`config.mk`:
```
export PLATFORM = sky130hd
export DESIGN_NAME = sorted_priority_queue
export DESIGN_NICKNAME = d
export VERILOG_FILES = /design/src/rtl/spq_pkg.sv /design/src/rtl/spq_store.sv /design/src/rtl/sorted_priority_queue.sv
export SDC_FILE = /design/constraint.sdc
export NUM_CORES = 2
export LEC_CHECK = 0
export BUFFER_PORTS_ARGS = -buffer_cell sky130_fd_sc_hd__buf_2
export CAP_MARGIN = 10
export CORE_MARGIN = 1
export CORE_UTILIZATION = 44
export CTS_CLUSTER_SIZE = 16
export DETAILED_ROUTE_END_ITERATION = 8
export PLACE_DENSITY = 0.63
export SYNTH_ARGS = -nofsm -noshare
export SYNTH_HDL_FRONTEND = slang
export SYNTH_HIERARCHICAL = 1
export SYNTH_SLANG_ARGS = --single-unit
export TNS_END_PERCENT = 1
```
`constraint.sdc`:
```
create_clock -name clock -period 6.8 [get_ports clock]
set_input_delay 0.34 -clock clock [delete_from_list [all_inputs] [get_ports clock]]
set_output_delay 0.34 -clock clock [all_outputs]
set_load 0.02 [all_outputs]
```
`src/rtl/spq_pkg.sv`:
```
package spq_pkg;

   localparam int DEPTH_DEFAULT        = 16;
   localparam int KEY_BITS_DEFAULT     = 32;
   localparam int PAYLOAD_BITS_DEFAULT = 32;

   typedef enum logic [1:0] {
      ACT_ENQUEUE = 2'd0,
      ACT_DEQUEUE = 2'd1,
      ACT_RANGE   = 2'd2
   } action_type;

   typedef struct packed {
      logic [1:0]  action;
      logic [31:0] item_key;
      logic [31:0] item_payload;
      logic [31:0] range_low;
      logic [31:0] range_high;
   } req_type;

   typedef struct packed {
      logic        ok;
      logic [31:0] out_key;
      logic [31:0] out_payload;
      logic        last;
   } rsp_type;

endpackage

```
`src/rtl/spq_store.sv`:
```
module spq_store
   import spq_pkg::*;
#(
   parameter int DEPTH        = DEPTH_DEFAULT,
   parameter int KEY_BITS     = KEY_BITS_DEFAULT,
   parameter int PAYLOAD_BITS = PAYLOAD_BITS_DEFAULT,
   localparam int AW          = $clog2(DEPTH)
) (
   input  logic                    clock,
   input  logic                    rd_en,
   input  logic [AW-1:0]           rd_addr,
   output logic [KEY_BITS-1:0]     rd_key_ff,
   output logic [PAYLOAD_BITS-1:0] rd_payload_ff,
   input  logic                    wr_en,
   input  logic [AW-1:0]           wr_addr,
   input  logic [KEY_BITS-1:0]     wr_key,
   input  logic [PAYLOAD_BITS-1:0] wr_payload
);

   logic [KEY_BITS-1:0]     key_mem     [DEPTH];
   logic [PAYLOAD_BITS-1:0] payload_mem [DEPTH];

   always_ff @(posedge clock) begin
      if (wr_en) begin
         key_mem[wr_addr]     <= wr_key;
         payload_mem[wr_addr] <= wr_payload;
      end
      if (rd_en) begin
         rd_key_ff     <= key_mem[rd_addr];
         rd_payload_ff <= payload_mem[rd_addr];
      end
   end

endmodule

```
`src/rtl/sorted_priority_queue.sv`:
```
// Enqueue writes straight into an empty store; otherwise it scans down from the top entry,
// moving up a slot each stored entry whose key is greater than the new key.
// Dequeue emits the head, then shifts the rest down; range scans all; failures skip scans.
// The pace is one stored entry per cycle through the single store read port and comparator.
// Results appear in the cycle after they are found; the receiver cannot stall them.
// Reset clears the entry count and the sequencer; store contents stay undefined.
module sorted_priority_queue
   import spq_pkg::*;
#(
   parameter int DEPTH        = DEPTH_DEFAULT,
   parameter int KEY_BITS     = KEY_BITS_DEFAULT,
   parameter int PAYLOAD_BITS = PAYLOAD_BITS_DEFAULT
) (
   input  logic    clock,
   input  logic    reset,
   input  logic    start,
   output logic    busy,
   input  req_type req_data,
   output logic    rsp_valid,
   output rsp_type rsp_data
);

   localparam int AW  = $clog2(DEPTH);
   localparam int CW  = $clog2(DEPTH + 1);
   localparam int KXW = KEY_BITS + 32;
   localparam int PXW = PAYLOAD_BITS + 32;

   typedef enum logic [2:0] {
      IDLE,
      ENQ_SCAN,
      ENQ_HEAD,
      DEQ_HEAD,
      DEQ_SHIFT,
      RNG_SCAN,
      RNG_END
   } state_type;

   state_type               state_ff, state_in;
   logic [CW-1:0]           count_ff, count_in;
   logic [AW-1:0]           idx_ff, idx_in;
   logic [KEY_BITS-1:0]     key_ff, key_in;
   logic [PAYLOAD_BITS-1:0] payload_ff, payload_in;
   logic [KEY_BITS-1:0]     low_ff, low_in;
   logic [KEY_BITS-1:0]     high_ff, high_in;
   logic                    pend_valid_ff, pend_valid_in;
   logic [KEY_BITS-1:0]     pend_key_ff, pend_key_in;
   logic [PAYLOAD_BITS-1:0] pend_payload_ff, pend_payload_in;
   logic                    rsp_valid_ff, rsp_valid_in;
   rsp_type                 rsp_data_ff, rsp_data_in;

   logic                    mem_rd_en;
   logic [AW-1:0]           mem_rd_addr;
   logic [KEY_BITS-1:0]     mem_rd_key;
   logic [PAYLOAD_BITS-1:0] mem_rd_payload;
   logic                    mem_wr_en;
   logic [AW-1:0]           mem_wr_addr;
   logic [KEY_BITS-1:0]     mem_wr_key;
   logic [PAYLOAD_BITS-1:0] mem_wr_payload;

   logic [KXW-1:0]          req_key_x, req_low_x, req_high_x, emit_key_x;
   logic [PXW-1:0]          req_payload_x, emit_payload_x;
   logic [KEY_BITS-1:0]     req_key, req_low, req_high, emit_key;
   logic [PAYLOAD_BITS-1:0] req_payload, emit_payload;
   logic [CW-1:0]           count_m1;
   logic                    at_last, in_range, emit_ok, emit_last;

   // Request fields are fitted to the stored widths; results are cut back to 32 bits.
   assign req_key_x      = {{KEY_BITS{1'b0}}, req_data.item_key};
   assign req_low_x      = {{KEY_BITS{1'b0}}, req_data.range_low};
   assign req_high_x     = {{KEY_BITS{1'b0}}, req_data.range_high};
   assign req_payload_x  = {{PAYLOAD_BITS{1'b0}}, req_data.item_payload};
   assign req_key        = req_key_x[KEY_BITS-1:0];
   assign req_low        = req_low_x[KEY_BITS-1:0];
   assign req_high       = req_high_x[KEY_BITS-1:0];
   assign req_payload    = req_payload_x[PAYLOAD_BITS-1:0];
   assign emit_key_x     = {{32{1'b0}}, emit_key};
   assign emit_payload_x = {{32{1'b0}}, emit_payload};

   assign count_m1 = count_ff - CW'(1);
   assign at_last  = (CW'(idx_ff) == count_m1);
   assign in_range = (mem_rd_key >= low_ff) && (mem_rd_key <= high_ff);

   spq_store #(
      .DEPTH        (DEPTH),
      .KEY_BITS     (KEY_BITS),
      .PAYLOAD_BITS (PAYLOAD_BITS)
   ) u_store (
      .clock         (clock),
      .rd_en         (mem_rd_en),
      .rd_addr       (mem_rd_addr),
      .rd_key_ff     (mem_rd_key),
      .rd_payload_ff (mem_rd_payload),
      .wr_en         (mem_wr_en),
      .wr_addr       (mem_wr_addr),
      .wr_key        (mem_wr_key),
      .wr_payload    (mem_wr_payload)
   );

   always_comb begin
      state_in        = state_ff;
      count_in        = count_ff;
      idx_in          = idx_ff;
      key_in          = key_ff;
      payload_in      = payload_ff;
      low_in          = low_ff;
      high_in         = high_ff;
      pend_valid_in   = pend_valid_ff;
      pend_key_in     = pend_key_ff;
      pend_payload_in = pend_payload_ff;
      mem_rd_en       = 1'b0;
      mem_rd_addr     = idx_ff;
      mem_wr_en       = 1'b0;
      mem_wr_addr     = idx_ff;
      mem_wr_key      = key_ff;
      mem_wr_payload  = payload_ff;
      rsp_valid_in    = 1'b0;
      emit_ok         = 1'b0;
      emit_last       = 1'b1;
      emit_key        = '0;
      emit_payload    = '0;

      case (state_ff)
         IDLE: begin
            if (start) begin
               key_in        = req_key;
               payload_in    = req_payload;
               low_in        = req_low;
               high_in       = req_high;
               pend_valid_in = 1'b0;
               idx_in        = '0;
               mem_rd_addr   = '0;
               case (req_data.action)
                  ACT_ENQUEUE: begin
                     if (count_ff == CW'(DEPTH)) begin
                        rsp_valid_in = 1'b1;
                     end else if (count_ff == '0) begin
                        mem_wr_en      = 1'b1;
                        mem_wr_addr    = '0;
                        mem_wr_key     = req_key;
                        mem_wr_payload = req_payload;
                        count_in       = count_ff + CW'(1);
                        rsp_valid_in   = 1'b1;
                        emit_ok        = 1'b1;
                        emit_key       = req_key;
                        emit_payload   = req_payload;
                     end else begin
                        mem_rd_en   = 1'b1;
                        mem_rd_addr = count_m1[AW-1:0];
                        idx_in      = count_m1[AW-1:0];
                        state_in    = ENQ_SCAN;
                     end
                  end
                  ACT_DEQUEUE: begin
                     if (count_ff == '0) begin
                        rsp_valid_in = 1'b1;
                     end else begin
                        mem_rd_en = 1'b1;
                        state_in  = DEQ_HEAD;
                     end
                  end
                  ACT_RANGE: begin
                     if (count_ff == '0) begin
                        rsp_valid_in = 1'b1;
                     end else begin
                        mem_rd_en = 1'b1;
                        state_in  = RNG_SCAN;
                     end
                  end
                  default: begin
                  end
               endcase
            end
         end
         ENQ_SCAN: begin
            // Entries with a greater key move up one slot; the new entry lands above
            // the first entry whose key is not greater, keeping arrival order.
            mem_wr_en   = 1'b1;
            mem_wr_addr = idx_ff + AW'(1);
            if (mem_rd_key > key_ff) begin
               mem_wr_key     = mem_rd_key;
               mem_wr_payload = mem_rd_payload;
               if (idx_ff == '0) begin
                  state_in = ENQ_HEAD;
               end else begin
                  mem_rd_en   = 1'b1;
                  mem_rd_addr = idx_ff - AW'(1);
                  idx_in      = idx_ff - AW'(1);
               end
            end else begin
               count_in     = count_ff + CW'(1);
               rsp_valid_in = 1'b1;
               emit_ok      = 1'b1;
               emit_key     = key_ff;
               emit_payload = payload_ff;
               state_in     = IDLE;
            end
         end
         ENQ_HEAD: begin
            mem_wr_en    = 1'b1;
            mem_wr_addr  = '0;
            count_in     = count_ff + CW'(1);
            rsp_valid_in = 1'b1;
            emit_ok      = 1'b1;
            emit_key     = key_ff;
            emit_payload = payload_ff;
            state_in     = IDLE;
         end
         DEQ_HEAD: begin
            rsp_valid_in = 1'b1;
            emit_ok      = 1'b1;
            emit_key     = mem_rd_key;
            emit_payload = mem_rd_payload;
            if (count_ff == CW'(1)) begin
               count_in = '0;
               state_in = IDLE;
            end else begin
               mem_rd_en   = 1'b1;
               mem_rd_addr = AW'(1);
               idx_in      = AW'(1);
               state_in    = DEQ_SHIFT;
            end
         end
         DEQ_SHIFT: begin
            mem_wr_en      = 1'b1;
            mem_wr_addr    = idx_ff - AW'(1);
            mem_wr_key     = mem_rd_key;
            mem_wr_payload = mem_rd_payload;
            if (at_last) begin
               count_in = count_m1;
               state_in = IDLE;
            end else begin
               mem_rd_en   = 1'b1;
               mem_rd_addr = idx_ff + AW'(1);
               idx_in      = idx_ff + AW'(1);
            end
         end
         RNG_SCAN: begin
            // A match is held back until the next one shows it was not the final one.
            if (in_range) begin
               if (pend_valid_ff) begin
                  rsp_valid_in = 1'b1;
                  emit_ok      = 1'b1;
                  emit_last    = 1'b0;
                  emit_key     = pend_key_ff;
                  emit_payload = pend_payload_ff;
               end
               pend_valid_in   = 1'b1;
               pend_key_in     = mem_rd_key;
               pend_payload_in = mem_rd_payload;
            end
            if (at_last) begin
               state_in = RNG_END;
            end else begin
               mem_rd_en   = 1'b1;
               mem_rd_addr = idx_ff + AW'(1);
               idx_in      = idx_ff + AW'(1);
            end
         end
         RNG_END: begin
            rsp_valid_in = 1'b1;
            if (pend_valid_ff) begin
               emit_ok      = 1'b1;
               emit_key     = pend_key_ff;
               emit_payload = pend_payload_ff;
            end
            state_in = IDLE;
         end
         default: begin
            state_in = IDLE;
         end
      endcase

      rsp_data_in.ok          = emit_ok;
      rsp_data_in.out_key     = emit_key_x[31:0];
      rsp_data_in.out_payload = emit_payload_x[31:0];
      rsp_data_in.last        = emit_last;
   end

   always_ff @(posedge clock) begin
      if (reset) begin
         state_ff      <= IDLE;
         count_ff      <= '0;
         rsp_valid_ff  <= 1'b0;
         pend_valid_ff <= 1'b0;
      end else begin
         state_ff      <= state_in;
         count_ff      <= count_in;
         rsp_valid_ff  <= rsp_valid_in;
         pend_valid_ff <= pend_valid_in;
      end
      idx_ff          <= idx_in;
      key_ff          <= key_in;
      payload_ff      <= payload_in;
      low_ff          <= low_in;
      high_ff         <= high_in;
      pend_key_ff     <= pend_key_in;
      pend_payload_ff <= pend_payload_in;
      rsp_data_ff     <= rsp_data_in;
   end

   assign busy      = (state_ff != IDLE);
   assign rsp_valid = rsp_valid_ff;
   assign rsp_data  = rsp_data_ff;

endmodule
```
After elaboration in Yosys (flattened, before gate mapping):

Memory sizes are Yosys's and may differ from the RTL's. A register that Yosys moved wholly into a read port is not among the register bits.
Index checks and enable logic that the tools add are counted.

* logic and storage cells: 158
* memories kept: 2
* input bits: 133
* bits in registers: 272
* output and inout bits: 68
* bits in writable memories: 1024

Memory list
* u_store.key_mem: depth 16, bits a word 32, rd ports 1, clocked after memory_dff 1, wr ports 1, line spq_store.sv:20 `logic [KEY_BITS-1:0] key_mem [DEPTH];`
* u_store.payload_mem: depth 16, bits a word 32, rd ports 1, clocked after memory_dff 1, wr ports 1, line spq_store.sv:21 `logic [PAYLOAD_BITS-1:0] payload_mem [DEPTH];`

* reduce and logical (&&, ||, !) cells: 18
* $add $sub $neg: 4
* $lt $le $gt $ge: 3
* multiplexer cells: 90
* equality and inequality tests: 26

Operators by type and width (count)
* 32-bit two-way mux: 24
* 32-bit one-hot mux with 6 select lines: 2
* 32-bit one-hot mux with 3 select lines: 2
* 4-bit two-way mux: 12
* 5-bit two-way mux: 7
* 32-bit greater-or-equal comparator: 1
* 32-bit greater-than comparator: 1
* 32-bit less-or-equal comparator: 1
* 4-bit one-hot mux with 4 select lines: 2
* 3-bit two-way mux: 10
* 5-bit one-hot mux with 5 select lines: 1
* 1-bit two-way mux: 21
* 2-bit != test (second input constant): 8
* 3-bit != test (second input constant): 5
* 3-bit one-hot mux with 5 select lines: 1
* 3-bit equality test (second input constant): 3
* 3-bit one-hot mux with 3 select lines: 1
* 9-bit AND reduction: 1
* 1-bit one-hot mux with 2 select lines: 4
* 1-bit one-hot mux with 4 select lines: 2
* 8-bit AND reduction: 1
* 3-bit by 2-bit equality test with 1-bit output (second input constant): 2
* 2-bit OR reduction: 3
* 3-bit OR reduction: 2
* other kinds (23): 24

Longest topological paths before layout:

* depth after elaboration: 8
* depth in mapped cells: 18

Modules after synthesis:

The synthesis kept the hierarchy.

By module, submodules not included
* spq_store: instances 1, cells an instance 1647, area an instance 40196.1 µm², sequential area each 32671.3 µm²
* sorted_priority_queue: instances 1, cells an instance 1147, area an instance 13610.6 µm², sequential area each 7367.1 µm²

Worst setup path after synthesis:

Ideal clock, no wire load.

* path kind: register to register
* start point: register count_ff[0]
* end point: memory u_store/key_mem[0][0] (netlist bit) (enable)
* data required time: 6235 ps
* path buffers: 3
* arrival: 6939 ps
* path slack: -703 ps
* stages on the path, launching flop included: 14
* cells stage by stage: dfxtp_1 -> clkbuf_1 -> inv_1 -> ha_1 -> buf_4 -> or3b_1 -> clkbuf_2 -> nor2_2 -> a31oi_1 -> o21bai_1 -> o21ai_0 -> o21ai_0 -> or3b_2 -> nor3_1

RTL lines
* start, declared: line sorted_priority_queue.sv:39 `logic [CW-1:0] count_ff, count_in;`
* start signal, assigned: line sorted_priority_queue.sv:287 `count_ff <= count_in;`
* 5-bit logical NOT: line sorted_priority_queue.sv:136 `end else if (count_ff == '0) begin`
* 4-bit two-way mux: line sorted_priority_queue.sv:136
* 4-bit two-way mux (*): line sorted_priority_queue.sv:134 `if (count_ff == CW'(DEPTH)) begin`
* 4-bit two-way mux (*): line sorted_priority_queue.sv:132 `case (req_data.action)`
* 4-bit two-way mux (*): line sorted_priority_queue.sv:124 `if (start) begin`
* 4-bit one-hot mux with 4 select lines (*): line sorted_priority_queue.sv:122 `case (state_ff)`
* net mem_wr_addr[2]: line sorted_priority_queue.sv:56 `logic [AW-1:0] mem_wr_addr;`
* end, declared: line spq_store.sv:20

The timed path passes the listed nets; every way through them passes the cells marked *.

Worst setup path in the final report:

* start point: register u_store.rd_key_ff[12] (read register of u_store.key_mem)
* end point: register u_store.rd_key_ff[19] (read register of u_store.key_mem), data pin

* longest elaborated chain between the ends: 3

Ends and longest elaborated chain
* start, declared: line spq_store.sv:12 `output logic [KEY_BITS-1:0] rd_key_ff,`
* 32-bit greater-than comparator: line sorted_priority_queue.sv:179 `if (mem_rd_key > key_ff) begin`
* 4-bit two-way mux
* 4-bit one-hot mux with 4 select lines: line sorted_priority_queue.sv:122
* net idx_in[1]: line sorted_priority_queue.sv:40 `logic [AW-1:0] idx_ff, idx_in;`

The timed path passes the listed nets, and every way through them passes these cells.
A chain may end at the register's enable or synchronous reset.

==> flow_summary.yaml <==
floorplan:
  die_area_mm2: 0.124
  fp-row-count: 127
  die_h_um: 352
  io_pins: 201
  core_area_mm2: 0.121
  start_util: 0.446
  die_w_um: 352
status:
  status: "complete, no violations"
routing:
  met1Wirelength_um: 57500
  routed.top_layer: "met5"
  drt_iter0_markers: 3165
  num_vias: 29400
  post_drt_via_cell_ratio: 5.97
  drtAntennaViolNets: 0
  first_pass_iters: 6
  wl_um: 138000
  wl_per_cell_um: 28.0
  route.met3.wl_um: 10300
  post-route-drc-count: 0
  wl_met2_um: 67000
finish:
  drive_gt1_frac: 0.233
  most-common-layout-cells: "1280 x edfxtp_1, 256 x mux4_2, 200 x buf_2"
  nets: 3433
  area_delta_synth_final_pct: 17.2
  stdcell_count: 4928
  fin_area_mm2: 0.0631
  final_common_cell: "edfxtp_1"
power:
  clkPwrFrac: 0.323
  vdd_drop_max_uv: 240
  combPwrFrac: 0.234
  power_leakage_nw: 21.8
  switching_share: 0.275
  intPower_mw: 17.4
  seqPwrFrac: 0.443
  powerDensity_mw_per_mm2: 380
  switchingPower_mw: 6.59
placed_design:
  post-dp-hpwl_um: 77100
  port_buffers: 200
  placed_cells: 4533
  place_area_mm2: 0.0571
  gp_congestion: 0.898
clock_network:
  h-tree-depth: 4
  numCtsBuffers: 142
  tritoncts: "yes"
  post_cts_buffers: 0
  clkSinkCount: 1360
  cts_root_buf: "clkbuf_16"
  cts_buffer_depth: 3
  clock_latency_ps: 770
  clk_pin_slew_ps: 60
grt:
  grt_max_degree: 158
  grt-ovfl-total: 0
  antenna_found_initial: 10
  grt_usage: 0.225
  grt_first_pass_wirelength_um: 202000
  grt_pass1_vias: 30200
sta:
  max_slew_margin: 0.156
  setup_viol: 0
  fin_skew_ps: 20.2
  rsz0062_at_grt: "false"
  clock.fmax_mhz: 174
  fin_crit_ps: 5750
  setup_tns_ps: 0
  worst_slew_pin_slew_ps: 1260
  fin_crit_sh: 0.846
  maxSlewViolCount: 0
  hold_violations: 0
worst_hold_path:
  hp-class: "primary input to flip-flop"
  min-delay-start: "start"
  hold_path_depth: 5
  min_delay_worst_endpoint: "state_ff[2]$_SDFFE_PP0P_"
critical_path:
  critPathMaxStageDelay_ps: 820
  cp_common_cell: "nand4_1"
  startpoint_type: "flip-flop"
  worst-path-max-fanout: 157
  r2r_slack_ps: 1050
  r2r_end: "u_store/rd_key_ff[19]$_DFFE_PP_"
  ff2ff_path_depth: 12
  cp_cell_sequence: "ha_1 > nand4_1 > nor4_1 > nand4_1 > o31a_1 > o21ai_1 > nor3_1 > or3_4 > buf_12 > mux4_2 > a22oi_1 > nand2_1"
  crit_arrival_ps: 6210
  crit_slowest_cell: "nor4_1"
  path_class: "flip-flop to flip-flop"
  reg2reg_from: "u_store/rd_key_ff[12]$_DFFE_PP_"
  cp.required_ps: 7260
  end_kind: "flip-flop"
logic_synthesis:
  synthArstFlopShare: 0
  postSynthCellCount: 2794
  synth_top_area_share: 0.714
  synth.yosys.seq_area_share: 0.744
  synth-edff-count: 1280
  ys.flop_type: "edfxtp_1"
  synth_area_mm2: 0.0538
  syn-num-nets: 3033
  synth.distinct_cells: 75
  avgSynthCellArea_um2: 19.3
  yosys_warnings: 6
  ys_seq_elements: 1360
  ys_top_cells_by_area: "edfxtp_1 71%, mux4_2 11%, dfxtp_1 3.0%, ha_1 2.5%, a221o_1 2.4%"
  synth_top_cell_by_area: "edfxtp_1"
flow_run:
  drv_cap: 0
[worst max-delay path: cells and delay by family, from the launching register on]
family | cells | cell delay, ps
AOI/OAI and AO/OA | 3 | 1210
DFF | 1 | 580
and+or+nand+nor | 6 | 2180
adders and majority gates | 1 | 370
buffers and inverters | 1 | 370
muxes | 1 | 460
[metrics by stage]
| stage | power [mW] | util | worst slack [ps] | hold WS [ps] |
|---|---|---|---|---|
| 3_3_place_gp | 16.2 | 0.473 | 1220 | 460 |
| 4_1_cts | 24.2 | 0.523 | 1170 | 36.1 |
| 6_report | 23.9 | 0.523 | 1050 | 113 |
| 2_1_floorplan | 14.8 | - | -444 | 434 |
| 3_5_place_dp | 16.4 | 0.473 | 1190 | 454 |
| 5_1_grt | 24.9 | 0.523 | 887 | 111 |
[registers in the layout, summed over array words and instances (netlist names), 5 cells and up]
register,cells
u_store/key_mem,512
u_store/payload_mem,512
rsp_data,66
high_ff,32
key_ff,32
low_ff,32
payload_ff,32
pend_key_ff,32
pend_payload_ff,32
u_store/rd_key_ff,32
u_store/rd_payload_ff,32
count_ff,5
[area by class of cell]
type | instances | area, um2
clock inverters | 79 | 841
fillers | 9262 | 57600
diodes | 4 | 10.0
clock buffers | 183 | 3820
well taps | 1612 | 2020
inverters | 112 | 425
flip-flops and latches | 1360 | 40000
repair buffers | 402 | 3130
multi-input cells | 1176 | 12800
[synth_stat cells (5+ instances only)]
cell and count:
a211oi_1 6, a21o_1 68, a21oi_1 49, a221o_1 131
a22oi_1 131, and2_1 67, buf_1 19, buf_2 17
buf_4 20, buf_6 17, clkbuf_1 72, dfxtp_1 80
edfxtp_1 1280, ha_1 106, inv_1 111, mux4_2 256
nand2_1 113, nand3_1 18, nand4_1 15, nor2_1 44
nor2b_1 7, nor3_1 24, nor4_1 5, o211ai_1 8
o21a_1 6, o21ai_0 39, o31ai_1 5, or3_1 6
xnor2_1 7
[power by group through the flow]
stage	registers, mW	clock network, mW	logic, mW
floorplan	10.7	0	4.03
detailed placement	10.8	0	5.59
global placement	10.7	0	5.46
global route	10.6	8.19	6.07
finish	10.6	7.72	5.61
CTS	10.6	7.89	5.67
[metal layers]
metal	track usage	up-vias
met2	0.366	1337
met4	0.0671	2
li1	-	12400
met1	0.311	15500
met5	0	-
met3	0.0388	216
[worst max-delay path by stage]
| stage | startpoint | end | slack [ps] |
|---|---|---|---|
| 4_1_cts | u_store/rd_key_ff[12]$_DFFE_PP_ | u_store/rd_payload_ff[2]$_DFFE_PP_ | 1170 |
| 2_1_floorplan | count_ff[0]$_SDFFE_PP0P_ | u_store/key_mem[8][0]$_DFFE_PP_ | -440 |
| 6_report | u_store/rd_key_ff[12]$_DFFE_PP_ | u_store/rd_key_ff[19]$_DFFE_PP_ | 1050 |
| 3_5_place_dp | u_store/rd_key_ff[12]$_DFFE_PP_ | u_store/rd_payload_ff[2]$_DFFE_PP_ | 1190 |
| 3_3_place_gp | u_store/rd_key_ff[12]$_DFFE_PP_ | u_store/rd_payload_ff[2]$_DFFE_PP_ | 1220 |
| 5_1_grt | u_store/rd_key_ff[13]$_DFFE_PP_ | u_store/rd_key_ff[16]$_DFFE_PP_ | 890 |
[kinds of logic (layout without fill, tap and decap cells)]
kind of cell,after synthesis,after routing,share of synthesized area
buffers and inverters,258,776,0.0222
flip-flops,1360,1360,0.744
AO/OA/AOI/OAI,483,483,0.0705
adder cells (fa/ha/maj),106,106,0.0246
XOR/XNOR,9,9,0.00172
AND/OR/NAND/NOR,320,320,0.0293
multiplexers,258,258,0.108
other,0,4,0
[repair_timing]
item	in CTS	in global routing
hold buffers	129	0
hold endpoints to repair	159	0
resized for setup	0	0
No activity file was read; power rests on OpenSTA's default activity.
